==> src/hw/rtl/delimited_frame_deframer_unit_assert.svh <==
// Assertion macros shared by the deframer RTL files.
// No dependencies; include with the bare file name.
`ifndef DELIMITED_FRAME_DEFRAMER_UNIT_ASSERT_SVH
`define DELIMITED_FRAME_DEFRAMER_UNIT_ASSERT_SVH
`ifndef SYNTH
// Antecedent holds -> consequent holds in the same cycle.
`define DFD_ASSERT_IMP(label, clk, rst, ante, cons) \
   label: assert property (@(posedge clk) disable iff (rst) (ante) |-> (cons)) \
      else $error("deframer assertion failed");
// Antecedent holds -> consequent holds in the next cycle.
`define DFD_ASSERT_NEXT(label, clk, rst, ante, cons) \
   label: assert property (@(posedge clk) disable iff (rst) (ante) |=> (cons)) \
      else $error("deframer assertion failed");
`else
`define DFD_ASSERT_IMP(label, clk, rst, ante, cons)
`define DFD_ASSERT_NEXT(label, clk, rst, ante, cons)
`endif
`endif

==> src/hw/rtl/dfd_pkg.sv <==
// Shared types and codes for the delimited frame deframer.
// No dependencies.
package dfd_pkg;

   localparam int unsigned LEN_BITS      = 16;
   localparam int unsigned CSR_ADDR_BITS = 3;
   localparam int unsigned CSR_DATA_BITS = 32;

   localparam logic [1:0] FT_COMMAND  = 2'd0;
   localparam logic [1:0] FT_RESPONSE = 2'd1;
   localparam logic [1:0] FT_DATA     = 2'd2;

   localparam logic [1:0] EV_BODY  = 2'd0;
   localparam logic [1:0] EV_DONE  = 2'd1;
   localparam logic [1:0] EV_ABORT = 2'd2;

   localparam logic [1:0] CC_UNKNOWN = 2'd0;
   localparam logic [1:0] CC_OK      = 2'd1;
   localparam logic [1:0] CC_CAPTURE = 2'd2;
   localparam logic [1:0] CC_TEXT    = 2'd3;

   typedef struct packed {
      logic [1:0]          frame_type;
      logic [1:0]          event_res;
      logic                byte_valid;
      logic [7:0]          data_byte;
      logic [1:0]          command_code;
      logic [LEN_BITS-1:0] data_length;
   } dfd_result_type;

endpackage

==> src/hw/rtl/delimited_frame_deframer_unit.sv <==
// Top level of the delimited frame deframer: input register, parser, result queue, registers.
// Depends on dfd_pkg, dfd_csr, dfd_parser and dfd_out_queue.
//
//   Channel   Direction  Ports                                   Moves
//   req       in         req_valid/req_ready, req_rx_byte        one received byte
//   rsp       out        rsp_valid/rsp_ready, rsp_* fields       one frame event
//   csr       in/out     psel, penable, pwrite, paddr, pwdata,   length cap register
//                        prdata, pready
//
// The block takes one word per cycle while req_ready is high; the per-byte state update in the parser sets that rate.
// An accepted byte is held in the input register and parsed from there, and its result is
// written into the result queue, from which it is offered on rsp.
// Reset is synchronous and active high: the parser hunts for a marker and the cap is 4096.
// A two-entry result queue absorbs output stalls; req_ready falls only when the queue
// could not hold the result of the byte already in flight plus one more.
module delimited_frame_deframer_unit #(
   parameter int unsigned COUNT_BITS = 16
) (
   input  logic                                clock,
   input  logic                                reset,
   // Input channel: one received serial byte per word.
   input  logic                                req_valid,
   output logic                                req_ready,
   input  logic [7:0]                          req_rx_byte,
   // Result channel: zero or one word per received byte.
   output logic                                rsp_valid,
   input  logic                                rsp_ready,
   output logic [1:0]                          rsp_frame_type,
   output logic [1:0]                          rsp_event_res,
   output logic                                rsp_byte_valid,
   output logic [7:0]                          rsp_data_byte,
   output logic [1:0]                          rsp_command_code,
   output logic [dfd_pkg::LEN_BITS-1:0]        rsp_data_length,
   // Configuration port.
   input  logic                                psel,
   input  logic                                penable,
   input  logic                                pwrite,
   input  logic [dfd_pkg::CSR_ADDR_BITS-1:0]   paddr,
   input  logic [dfd_pkg::CSR_DATA_BITS-1:0]   pwdata,
   output logic [dfd_pkg::CSR_DATA_BITS-1:0]   prdata,
   output logic                                pready
);
   import dfd_pkg::*;

   logic                in_valid_ff, in_valid_in;
   logic [7:0]          in_byte_ff,  in_byte_in;
   logic [LEN_BITS-1:0] max_frame_len;
   logic                res_valid;
   dfd_result_type      res;
   dfd_result_type      rsp_data;
   logic                room;
   logic                req_take;

   // The length cap register. The user must write it only while no word is in flight; the block does not enforce this.
   dfd_csr u_csr (
      .clock         (clock),
      .reset         (reset),
      .psel          (psel),
      .penable       (penable),
      .pwrite        (pwrite),
      .paddr         (paddr),
      .pwdata        (pwdata),
      .prdata        (prdata),
      .pready        (pready),
      .max_frame_len (max_frame_len)
   );

   // Input register. It refills every cycle when the queue has room, so bytes stream
   // back to back without waiting for the previous result to be taken.
   assign req_ready   = room;
   assign req_take    = req_valid && req_ready;
   assign in_valid_in = req_take;
   assign in_byte_in  = req_take ? req_rx_byte : in_byte_ff;

   always_ff @(posedge clock) begin
      if (reset) begin
         in_valid_ff <= 1'b0;
      end else begin
         in_valid_ff <= in_valid_in;
      end
   end

   always_ff @(posedge clock) begin
      in_byte_ff <= in_byte_in;
   end

   // The parser consumes the registered byte and may produce one result for it.
   dfd_parser #(
      .COUNT_BITS (COUNT_BITS)
   ) u_parser (
      .clock         (clock),
      .reset         (reset),
      .item_valid    (in_valid_ff),
      .item_byte     (in_byte_ff),
      .max_frame_len (max_frame_len),
      .res_valid     (res_valid),
      .res           (res)
   );

   // The result queue parts the parser from the output handshake.
   dfd_out_queue u_queue (
      .clock     (clock),
      .reset     (reset),
      .push      (res_valid),
      .push_data (res),
      .pending   (in_valid_ff),
      .room      (room),
      .rsp_valid (rsp_valid),
      .rsp_ready (rsp_ready),
      .rsp_data  (rsp_data)
   );

   assign rsp_frame_type   = rsp_data.frame_type;
   assign rsp_event_res    = rsp_data.event_res;
   assign rsp_byte_valid   = rsp_data.byte_valid;
   assign rsp_data_byte    = rsp_data.data_byte;
   assign rsp_command_code = rsp_data.command_code;
   assign rsp_data_length  = rsp_data.data_length;

endmodule

==> src/hw/rtl/dfd_csr.sv <==
// APB-style register file holding the frame length cap.
// Depends on dfd_pkg.
module dfd_csr (
   input  logic                                clock,
   input  logic                                reset,
   input  logic                                psel,
   input  logic                                penable,
   input  logic                                pwrite,
   input  logic [dfd_pkg::CSR_ADDR_BITS-1:0]   paddr,
   input  logic [dfd_pkg::CSR_DATA_BITS-1:0]   pwdata,
   output logic [dfd_pkg::CSR_DATA_BITS-1:0]   prdata,
   output logic                                pready,
   output logic [dfd_pkg::LEN_BITS-1:0]        max_frame_len
);
   import dfd_pkg::*;

   localparam logic                REG_MAX_FRAME_LEN = 1'b0;
   localparam logic [LEN_BITS-1:0] MAX_FRAME_RESET   = LEN_BITS'(4096);

   logic [LEN_BITS-1:0] max_len_ff;
   logic [LEN_BITS-1:0] max_len_in;
   logic                reg_sel;

   // Registers sit on 4-byte boundaries; the low two address bits are ignored.
   assign reg_sel = paddr[CSR_ADDR_BITS-1:2] == REG_MAX_FRAME_LEN;

   always_comb begin
      max_len_in = max_len_ff;
      if (psel && penable && pwrite && reg_sel) begin
         max_len_in = pwdata[LEN_BITS-1:0];
      end
   end

   always_ff @(posedge clock) begin
      if (reset) begin
         max_len_ff <= MAX_FRAME_RESET;
      end else begin
         max_len_ff <= max_len_in;
      end
   end

   assign pready        = 1'b1;
   assign prdata        = reg_sel ? CSR_DATA_BITS'(max_len_ff) : '0;
   assign max_frame_len = max_len_ff;

endmodule

==> src/hw/rtl/dfd_parser.sv <==
// Per-byte frame parser: holds the frame state and forms at most one result per byte.
// Depends on dfd_pkg and the assertion header.
`include "delimited_frame_deframer_unit_assert.svh"
module dfd_parser #(
   parameter int unsigned COUNT_BITS = 16
) (
   input  logic                          clock,
   input  logic                          reset,
   input  logic                          item_valid,
   input  logic [7:0]                    item_byte,
   input  logic [dfd_pkg::LEN_BITS-1:0]  max_frame_len,
   output logic                          res_valid,
   output dfd_pkg::dfd_result_type       res
);
   import dfd_pkg::*;

   localparam int unsigned ACC_BITS = COUNT_BITS + 4;
   localparam logic [COUNT_BITS-1:0] COUNT_MAX = '1;

   localparam logic [2:0] MODE_HUNT = 3'd0;
   localparam logic [2:0] MODE_CMD  = 3'd1;
   localparam logic [2:0] MODE_RESP = 3'd2;
   localparam logic [2:0] MODE_DLEN = 3'd3;
   localparam logic [2:0] MODE_PAY  = 3'd4;

   localparam logic [7:0] CH_HASH  = 8'h23;
   localparam logic [7:0] CH_AT    = 8'h40;
   localparam logic [7:0] CH_BANG  = 8'h21;
   localparam logic [7:0] CH_ZERO  = 8'h30;
   localparam logic [7:0] CH_NINE  = 8'h39;
   localparam logic [7:0] CH_O     = 8'h6F;
   localparam logic [7:0] CH_K     = 8'h6B;
   localparam logic [7:0] CH_I     = 8'h69;
   localparam logic [7:0] CH_COLON = 8'h3A;
   localparam logic [7:0] CH_C     = 8'h63;
   localparam logic [7:0] CH_T     = 8'h74;

   logic [2:0]            mode_ff,           mode_in;
   logic [LEN_BITS-1:0]   frame_bytes_ff,    frame_bytes_in;
   logic [COUNT_BITS-1:0] length_value_ff,   length_value_in;
   logic                  length_nonempty_ff, length_nonempty_in;
   logic                  digits_ended_ff,   digits_ended_in;
   logic [COUNT_BITS-1:0] payload_left_ff,   payload_left_in;
   logic [1:0]            match_pos_ff,      match_pos_in;
   logic [2:0]            match_alive_ff,    match_alive_in;

   logic                  hunting;
   logic                  fresh;
   logic [2:0]            mode_cur;
   logic [LEN_BITS-1:0]   fb_cur;
   logic [COUNT_BITS-1:0] lv_cur;
   logic [ACC_BITS-1:0]   acc;
   logic [COUNT_BITS-1:0] lv_next;
   logic [COUNT_BITS-1:0] pl_dec;
   logic [1:0]            class_code;
   logic [2:0]            alive_upd;
   logic [7:0]            close_char;
   logic                  frame_clear;
   logic                  abort_out;
   logic                  abort_bare;

   function automatic logic [1:0] type_of_mode(input logic [2:0] m);
      if (m == MODE_CMD) begin
         return FT_COMMAND;
      end else if (m == MODE_RESP) begin
         return FT_RESPONSE;
      end
      return FT_DATA;
   endfunction

   // Saturating decimal accumulate: value * 10 + digit.
   assign acc     = (ACC_BITS'(length_value_ff) << 3) + (ACC_BITS'(length_value_ff) << 1)
                  + ACC_BITS'(item_byte[3:0]);
   assign lv_next = (acc[ACC_BITS-1:COUNT_BITS] != '0) ? COUNT_MAX : acc[COUNT_BITS-1:0];
   assign pl_dec  = (payload_left_ff != '0) ? payload_left_ff - COUNT_BITS'(1) : '0;

   // Classification of the command body seen so far.
   always_comb begin
      if (match_alive_ff[0] && match_pos_ff == 2'd2) begin
         class_code = CC_OK;
      end else if (match_alive_ff[1] && match_pos_ff == 2'd3) begin
         class_code = CC_CAPTURE;
      end else if (match_alive_ff[2] && match_pos_ff == 2'd1) begin
         class_code = CC_TEXT;
      end else begin
         class_code = CC_UNKNOWN;
      end
   end

   // Candidate filter for one more command body byte.
   always_comb begin
      alive_upd = match_alive_ff;
      if (!((match_pos_ff == 2'd0 && item_byte == CH_O) ||
            (match_pos_ff == 2'd1 && item_byte == CH_K))) begin
         alive_upd[0] = 1'b0;
      end
      if (!((match_pos_ff == 2'd0 && item_byte == CH_I) ||
            (match_pos_ff == 2'd1 && item_byte == CH_COLON) ||
            (match_pos_ff == 2'd2 && item_byte == CH_C))) begin
         alive_upd[1] = 1'b0;
      end
      if (!(match_pos_ff == 2'd0 && item_byte == CH_T)) begin
         alive_upd[2] = 1'b0;
      end
   end

   assign hunting    = !(mode_ff inside {MODE_CMD, MODE_RESP, MODE_DLEN, MODE_PAY});
   assign close_char = (mode_ff == MODE_CMD) ? CH_HASH : CH_AT;

   // Marker detection while hunting.
   always_comb begin
      mode_cur = mode_ff;
      fresh    = 1'b0;
      if (hunting) begin
         mode_cur = MODE_HUNT;
         case (item_byte)
            CH_HASH: begin
               mode_cur = MODE_CMD;
               fresh    = 1'b1;
            end
            CH_AT: begin
               mode_cur = MODE_RESP;
               fresh    = 1'b1;
            end
            CH_BANG: begin
               mode_cur = MODE_DLEN;
               fresh    = 1'b1;
            end
            default: begin
               mode_cur = MODE_HUNT;
            end
         endcase
      end
   end

   assign fb_cur = fresh ? '0 : frame_bytes_ff;
   assign lv_cur = fresh ? '0 : length_value_ff;

   always_comb begin
      mode_in            = mode_ff;
      frame_bytes_in     = frame_bytes_ff;
      length_value_in    = length_value_ff;
      length_nonempty_in = length_nonempty_ff;
      digits_ended_in    = digits_ended_ff;
      payload_left_in    = payload_left_ff;
      match_pos_in       = match_pos_ff;
      match_alive_in     = match_alive_ff;
      res_valid          = 1'b0;
      res                = '0;

      if (item_valid && mode_cur != MODE_HUNT) begin
         if (fb_cur >= max_frame_len) begin
            // Length cap reached: abort the frame and go back to hunting.
            res_valid          = 1'b1;
            res.frame_type     = type_of_mode(mode_cur);
            res.event_res      = EV_ABORT;
            res.data_length    = (mode_cur == MODE_DLEN || mode_cur == MODE_PAY) ?
                                 LEN_BITS'(lv_cur) : '0;
            mode_in            = MODE_HUNT;
            frame_bytes_in     = '0;
            length_value_in    = '0;
            length_nonempty_in = 1'b0;
            digits_ended_in    = 1'b0;
            payload_left_in    = '0;
            match_pos_in       = '0;
            match_alive_in     = 3'b111;
         end else if (fresh) begin
            // Opening marker: start a clean frame with the marker counted.
            mode_in            = mode_cur;
            frame_bytes_in     = LEN_BITS'(1);
            length_value_in    = '0;
            length_nonempty_in = 1'b0;
            digits_ended_in    = 1'b0;
            payload_left_in    = '0;
            match_pos_in       = '0;
            match_alive_in     = 3'b111;
         end else begin
            frame_bytes_in = frame_bytes_ff + LEN_BITS'(1);
            case (mode_ff)
               MODE_CMD, MODE_RESP: begin
                  res_valid       = 1'b1;
                  res.frame_type  = type_of_mode(mode_ff);
                  if (item_byte == close_char) begin
                     res.event_res    = EV_DONE;
                     res.command_code = (mode_ff == MODE_CMD) ? class_code : CC_UNKNOWN;
                     mode_in          = MODE_HUNT;
                     frame_bytes_in   = '0;
                     match_pos_in     = '0;
                     match_alive_in   = 3'b111;
                  end else begin
                     res.event_res  = EV_BODY;
                     res.byte_valid = 1'b1;
                     res.data_byte  = item_byte;
                     if (mode_ff == MODE_CMD) begin
                        match_alive_in = alive_upd;
                        match_pos_in   = (match_pos_ff == 2'd3) ? 2'd3 : match_pos_ff + 2'd1;
                     end
                  end
               end
               MODE_DLEN: begin
                  if (item_byte == CH_BANG) begin
                     if (!length_nonempty_ff) begin
                        // Empty length header restarts the data frame here.
                        frame_bytes_in     = LEN_BITS'(1);
                        length_value_in    = '0;
                        digits_ended_in    = 1'b0;
                     end else if (length_value_ff == '0) begin
                        res_valid          = 1'b1;
                        res.frame_type     = FT_DATA;
                        res.event_res      = EV_DONE;
                        mode_in            = MODE_HUNT;
                        frame_bytes_in     = '0;
                        length_value_in    = '0;
                        length_nonempty_in = 1'b0;
                        digits_ended_in    = 1'b0;
                     end else begin
                        payload_left_in = length_value_ff;
                        mode_in         = MODE_PAY;
                     end
                  end else begin
                     length_nonempty_in = 1'b1;
                     if (!digits_ended_ff && (item_byte inside {[CH_ZERO:CH_NINE]})) begin
                        length_value_in = lv_next;
                     end else begin
                        digits_ended_in = 1'b1;
                     end
                  end
               end
               MODE_PAY: begin
                  res_valid       = 1'b1;
                  res.frame_type  = FT_DATA;
                  res.byte_valid  = 1'b1;
                  res.data_byte   = item_byte;
                  res.data_length = LEN_BITS'(length_value_ff);
                  if (pl_dec == '0) begin
                     res.event_res      = EV_DONE;
                     mode_in            = MODE_HUNT;
                     frame_bytes_in     = '0;
                     length_value_in    = '0;
                     length_nonempty_in = 1'b0;
                     digits_ended_in    = 1'b0;
                     payload_left_in    = '0;
                  end else begin
                     res.event_res   = EV_BODY;
                     payload_left_in = pl_dec;
                  end
               end
               default: begin
                  mode_in = MODE_HUNT;
               end
            endcase
         end
      end
   end

   always_ff @(posedge clock) begin
      if (reset) begin
         mode_ff            <= MODE_HUNT;
         frame_bytes_ff     <= '0;
         length_value_ff    <= '0;
         length_nonempty_ff <= 1'b0;
         digits_ended_ff    <= 1'b0;
         payload_left_ff    <= '0;
         match_pos_ff       <= '0;
         match_alive_ff     <= 3'b111;
      end else begin
         mode_ff            <= mode_in;
         frame_bytes_ff     <= frame_bytes_in;
         length_value_ff    <= length_value_in;
         length_nonempty_ff <= length_nonempty_in;
         digits_ended_ff    <= digits_ended_in;
         payload_left_ff    <= payload_left_in;
         match_pos_ff       <= match_pos_in;
         match_alive_ff     <= match_alive_in;
      end
   end

   assign frame_clear = frame_bytes_ff == '0 && length_value_ff == '0;
   assign abort_out   = res_valid && res.event_res == EV_ABORT;
   assign abort_bare  = !res.byte_valid && res.command_code == CC_UNKNOWN;

   `DFD_ASSERT_IMP(a_pay_has_left, clock, reset, mode_ff == MODE_PAY, payload_left_ff != '0)
   `DFD_ASSERT_IMP(a_hunt_is_clear, clock, reset, mode_ff == MODE_HUNT, frame_clear)
   `DFD_ASSERT_IMP(a_frame_counted, clock, reset, mode_ff != MODE_HUNT, frame_bytes_ff != '0)
   `DFD_ASSERT_IMP(a_abort_is_bare, clock, reset, abort_out, abort_bare)

endmodule

==> src/hw/rtl/dfd_out_queue.sv <==
// Two-entry result queue between the parser and the result channel.
// Depends on dfd_pkg and the assertion header.
`include "delimited_frame_deframer_unit_assert.svh"
module dfd_out_queue (
   input  logic                    clock,
   input  logic                    reset,
   input  logic                    push,
   input  dfd_pkg::dfd_result_type push_data,
   input  logic                    pending,
   output logic                    room,
   output logic                    rsp_valid,
   input  logic                    rsp_ready,
   output dfd_pkg::dfd_result_type rsp_data
);
   import dfd_pkg::*;

   dfd_result_type data_ff [2];
   logic [1:0]     count_ff, count_in;
   logic           rd_ptr_ff, rd_ptr_in;
   logic           wr_ptr_ff, wr_ptr_in;
   logic           pop;
   logic [2:0]     level;

   assign rsp_valid = count_ff != 2'd0;
   assign rsp_data  = data_ff[rd_ptr_ff];
   assign pop       = rsp_valid && rsp_ready;

   // A new byte may enter only if the word already in flight still finds a slot.
   assign level = 3'(count_ff) + 3'(pending);
   assign room  = level <= 3'd1 + 3'(pop);

   always_comb begin
      count_in  = count_ff + 2'(push) - 2'(pop);
      rd_ptr_in = pop  ? !rd_ptr_ff : rd_ptr_ff;
      wr_ptr_in = push ? !wr_ptr_ff : wr_ptr_ff;
   end

   always_ff @(posedge clock) begin
      if (reset) begin
         count_ff  <= 2'd0;
         rd_ptr_ff <= 1'b0;
         wr_ptr_ff <= 1'b0;
      end else begin
         count_ff  <= count_in;
         rd_ptr_ff <= rd_ptr_in;
         wr_ptr_ff <= wr_ptr_in;
      end
   end

   always_ff @(posedge clock) begin
      if (push) begin
         data_ff[wr_ptr_ff] <= push_data;
      end
   end

   `DFD_ASSERT_IMP(a_no_overflow, clock, reset, push, count_ff != 2'd2)
   `DFD_ASSERT_IMP(a_count_bound, clock, reset, 1'b1, count_ff != 2'd3)
   `DFD_ASSERT_NEXT(a_full_holds, clock, reset, count_ff == 2'd2 && !pop, count_ff == 2'd2)

endmodule

==> config.mk <==
export PLATFORM = sky130hd
export DESIGN_NAME = delimited_frame_deframer_unit
export DESIGN_NICKNAME = d
export VERILOG_FILES = /design/src/hw/rtl/dfd_pkg.sv /design/src/hw/rtl/delimited_frame_deframer_unit.sv /design/src/hw/rtl/dfd_csr.sv /design/src/hw/rtl/dfd_parser.sv /design/src/hw/rtl/dfd_out_queue.sv
export VERILOG_INCLUDE_DIRS = /design/src /design/src/hw/rtl
export SDC_FILE = /design/constraint.sdc
export NUM_CORES = 1
export LEC_CHECK = 0
export BUFFER_PORTS_ARGS = -buffer_cell sky130_fd_sc_hd__buf_2
export CAP_MARGIN = 20
export CORE_MARGIN = 2
export CORE_UTILIZATION = 57
export DETAILED_ROUTE_END_ITERATION = 8
export GPL_TIMING_DRIVEN = 0
export PLACE_DENSITY = 0.78
export SLEW_MARGIN = 0
export SYNTH_ARGS = -nofsm -noshare
export SYNTH_HDL_FRONTEND = slang
export SYNTH_HIERARCHICAL = 1
export SYNTH_SLANG_ARGS = --single-unit
==> constraint.sdc <==
create_clock -name clock -period 15.3 [get_ports clock]
set_clock_uncertainty 0.15 [all_clocks]
set_input_delay 0.765 -clock clock [delete_from_list [all_inputs] [get_ports clock]]
set_output_delay 0.765 -clock clock [all_outputs]
set_load 0.02 [all_outputs]
==> results by group <==
Synthesis
  • Area contributors post-synth: edfxtp_1 23%, dfxtp_1 18%, ha_1 7.3%, mux2_2 3.8%, nand2b_1 3.0%
  • Dominant cell type by area after synthesis: edfxtp_1
  • Synth Flop Type: dfxtp_1
  • Top-count cell post-synth: dfxtp_1
  • Synth top area share: 0.230
  • Synth async-reset ratio: 0
  • Synth top cells by count: 80 x dfxtp_1, 71 x nor2_1, 70 x edfxtp_1, 57 x nand2_1, 53 x ha_1
  • Synth warnings: 6
  • Cells after Synth: 965
  • Post-synth EDFFs: 70
  • Syn avg cell area: 9.46 um2
  • Synth Cell Area: 9130 um2
  • FF+latch count, synth: 150
  • Synth cell types: 76
  • Register area share after synthesis: 0.406

Floorplan
  • Die footprint: 17000 um2
  • Core Rows: 46
  • Initial cell density of the core: 0.579
  • Die height: 131 um
  • Die X-Extent: 131 um
  • Placeable Area: 15800 um2
  • I/O pin total: 116

Final layout
  • Area delta synth->final: 15.2%
  • Final design utilization: 0.667
  • Nets: 1186
  • Fillers: 1278
  • Final instance area: 10500 um2
  • Share of layout cells above drive strength 1: 0.175
  • ANT cells: 0

Place
  • Placed Area: 9890 um2
  • # port buffers: 80
  • Routability cong.: 0.963
  • Setup WS pre-CTS: 9.13 ns
  • HPWL Detailed: 16.4 mm

Min path
  • Hold_sp: u_parser/match_alive_ff[0]
  • WHS Endpoint: u_parser/match_alive_ff[0]
  • HP Class: register to register
  • Cell count of the worst hold path: 2

Run
  • Max-cap violations: 0

Setup path
  • R2R depth: 16
  • Worst EP arrival: 6.36 ns
  • R2R setup slack: 8.93 ns
  • Reg2reg end: u_queue/data_ff[1][11]
  • R2r startpoint: in_byte_ff[0]
  • Kind of critical path: register to register
  • Max FO, Critical Path: 16
  • Crit path capture type: register
  • Startpoint types: register
  • Worst EP required: 15.29 ns

Detailed routing
  • Detailed-route via count: 7676
  • 1st-iter DRT viols: 695
  • DRC errors left: 0
  • 1st-pass router iterations: 8
  • Wire length per cell: 17.4 um
  • Routed WL: 22.8 mm
  • Post-route ant nets: 0
  • Via density: 5.86

STA
  • Max Slew Vio Count: 0
  • RSZ-0062 raised after global routing: no
  • Fin Setup TNS: 0 ns
  • Tcrit/Tclk final: 0.416
  • Peak Freq: 157 MHz
  • Final worst setup slack: 8.93 ns
  • Minimum clock period: 6.37 ns
  • Setup violators final: 0
  • Slew HR: 0.331
  • Final Hold Viols: 0
  • Worst Max-Slew Pin Slew: 1.00 ns

Global routing
  • M2 GR Usage: 0.409
  • GR Util met3: 0.0468
  • GR Overflow Total: 0
  • Gr busiest metal: met2
  • Largest net degree at the start of global routing: 32
  • Gr usage total: 0.268
  • First-pass GRT wire length: 35.3 mm
  • Vias in the first global route: 6828
  • Initial antenna violation count: 0
  • M1 GR Usage: 0.388

CTS
  • Post-CTS setup buffer count: 0
  • Clock Latency Late Sink: 0.43 ns
  • Clk slew on worst S/H paths: 0.07 ns
  • CTS root buffer: clkbuf_16
  • Post-CTS sizing: 0
  • Clock buffer depth: 2
  • TritonCTS clock tree: built
  • H-Tree Depth: 4
  • TritonCTS Buffers: 17
  • Clock sink total: 150
  • Hold buffer count at cts: 0

Run status
  • Status: finished, final reports clean

Power
  • Lkg Pwr: 4.38 nW
  • VDD IR max: 0.0000707 V
  • PwrDens: 85.7 nW/um2
[how the worst max path moves through the flow]
stage | from | endpoint | cells after the start
floorplan | in_byte_ff[0] | u_queue/data_ff[0][0] | 15
global placement | in_byte_ff[0] | u_queue/data_ff[0][11] | 15
detailed placement | in_byte_ff[0] | u_queue/data_ff[1][10] | 16
CTS | in_byte_ff[0] | u_queue/data_ff[1][30] | 16
global route | in_byte_ff[0] | u_queue/data_ff[1][11] | 16
finish | in_byte_ff[0] | u_queue/data_ff[1][11] | 16
[cell type report]
cell class / instances / area, um2 / area share
Buffer: 59 / 342 / 0.0325
Clock buffer: 17 / 425 / 0.0404
Clock inverter: 15 / 203 / 0.0193
Inverter: 35 / 131 / 0.0125
Multi-Input combinational cell: 736 / 5020 / 0.477
Sequential cell: 150 / 3700 / 0.352
Tap cell: 216 / 270 / 0.0257
Timing Repair Buffer: 81 / 428 / 0.0407
[per-stage QoR]
stage / power [mW] / std cells / hold WS (ns)
5_1_grt: 0.924 / 1309 / 0.357
2_1_floorplan: 0.456 / 980 / 0.281
3_5_place_dp: 0.469 / 1277 / 0.304
3_3_place_gp: 0.468 / 1276 / 0.302
4_1_cts: 0.905 / 1309 / 0.316
6_report: 0.902 / 1309 / 0.323
[layout by cell type, fill, tap and decap left out, types with 31 or more instances in the layout]
master | Yosys | layout
inv_1 | 35 | 35
nand2b_1 | 44 | 44
nor2_1 | 71 | 71
mux2_2 | 31 | 31
dfxtp_1 | 80 | 80
nand2_1 | 57 | 57
o21ai_1 | 32 | 32
ha_1 | 53 | 53
clkbuf_1 | 33 | 33
a21oi_1 | 48 | 48
edfxtp_1 | 70 | 70
nor3_1 | 38 | 38
and2_1 | 42 | 42
buf_2 | 2 | 82
[cells by family (layout without fill, tap and decap cells)]
kind of cell               after synthesis  in the layout  synth area share
AOI/OAI and AO/OA                      194            194             0.138
other                                    2             17          0.000822
buffers and inverters                   94            207            0.0518
xor gates and xnor gates                30             30            0.0288
adders and majority gates               56             56            0.0792
muxes                                   53             53            0.0623
DFF                                    150            150             0.406
and+or+nand+nor                        386            386             0.233
[flip-flops by register name, summed over array words and instances (netlist names), 3 cells and up, named ones only]
signal / count
u_parser/length_value_ff: 16
u_parser/match_alive_ff: 3
u_parser/payload_left_ff: 16
in_byte_ff: 8
u_parser/frame_bytes_ff: 16
u_csr/max_frame_len: 16
u_parser/mode_ff: 3
u_queue/data_ff: 62
[report_power, final]
group / leakage [nW] / internal (mW) / switching, mW / total, mW
sequential: 1.36 / 0.419 / 0.00334 / 0.422
clock: 0.306 / 0.251 / 0.189 / 0.441
combinational: 2.71 / 0.0148 / 0.0237 / 0.0385
total: 4.38 / 0.685 / 0.216 / 0.902
[critical path: stages, from the launching register on]
cell	delay (ns)
edfxtp_1	0.54
or4b_1	0.64
a21oi_2	0.32
nand2_1	0.14
clkbuf_1	0.28
clkbuf_1	0.25
and2_1	0.19
ha_1	0.31
nand4_1	0.13
nor4_1	0.33
nand2_1	0.18
o21ai_1	0.59
clkbuf_1	0.47
nor3_1	0.12
nor2_1	0.39
and2_1	0.79
buf_16	0.23
[routing by layer]
layer  wire length [um]  vias up
li1                   -     3724
met1              10700     3597
met2              10200      315
met3               1560       40
met4                395        0
met5                  0        -
Note: power is estimated with default switching activity, not from simulation.
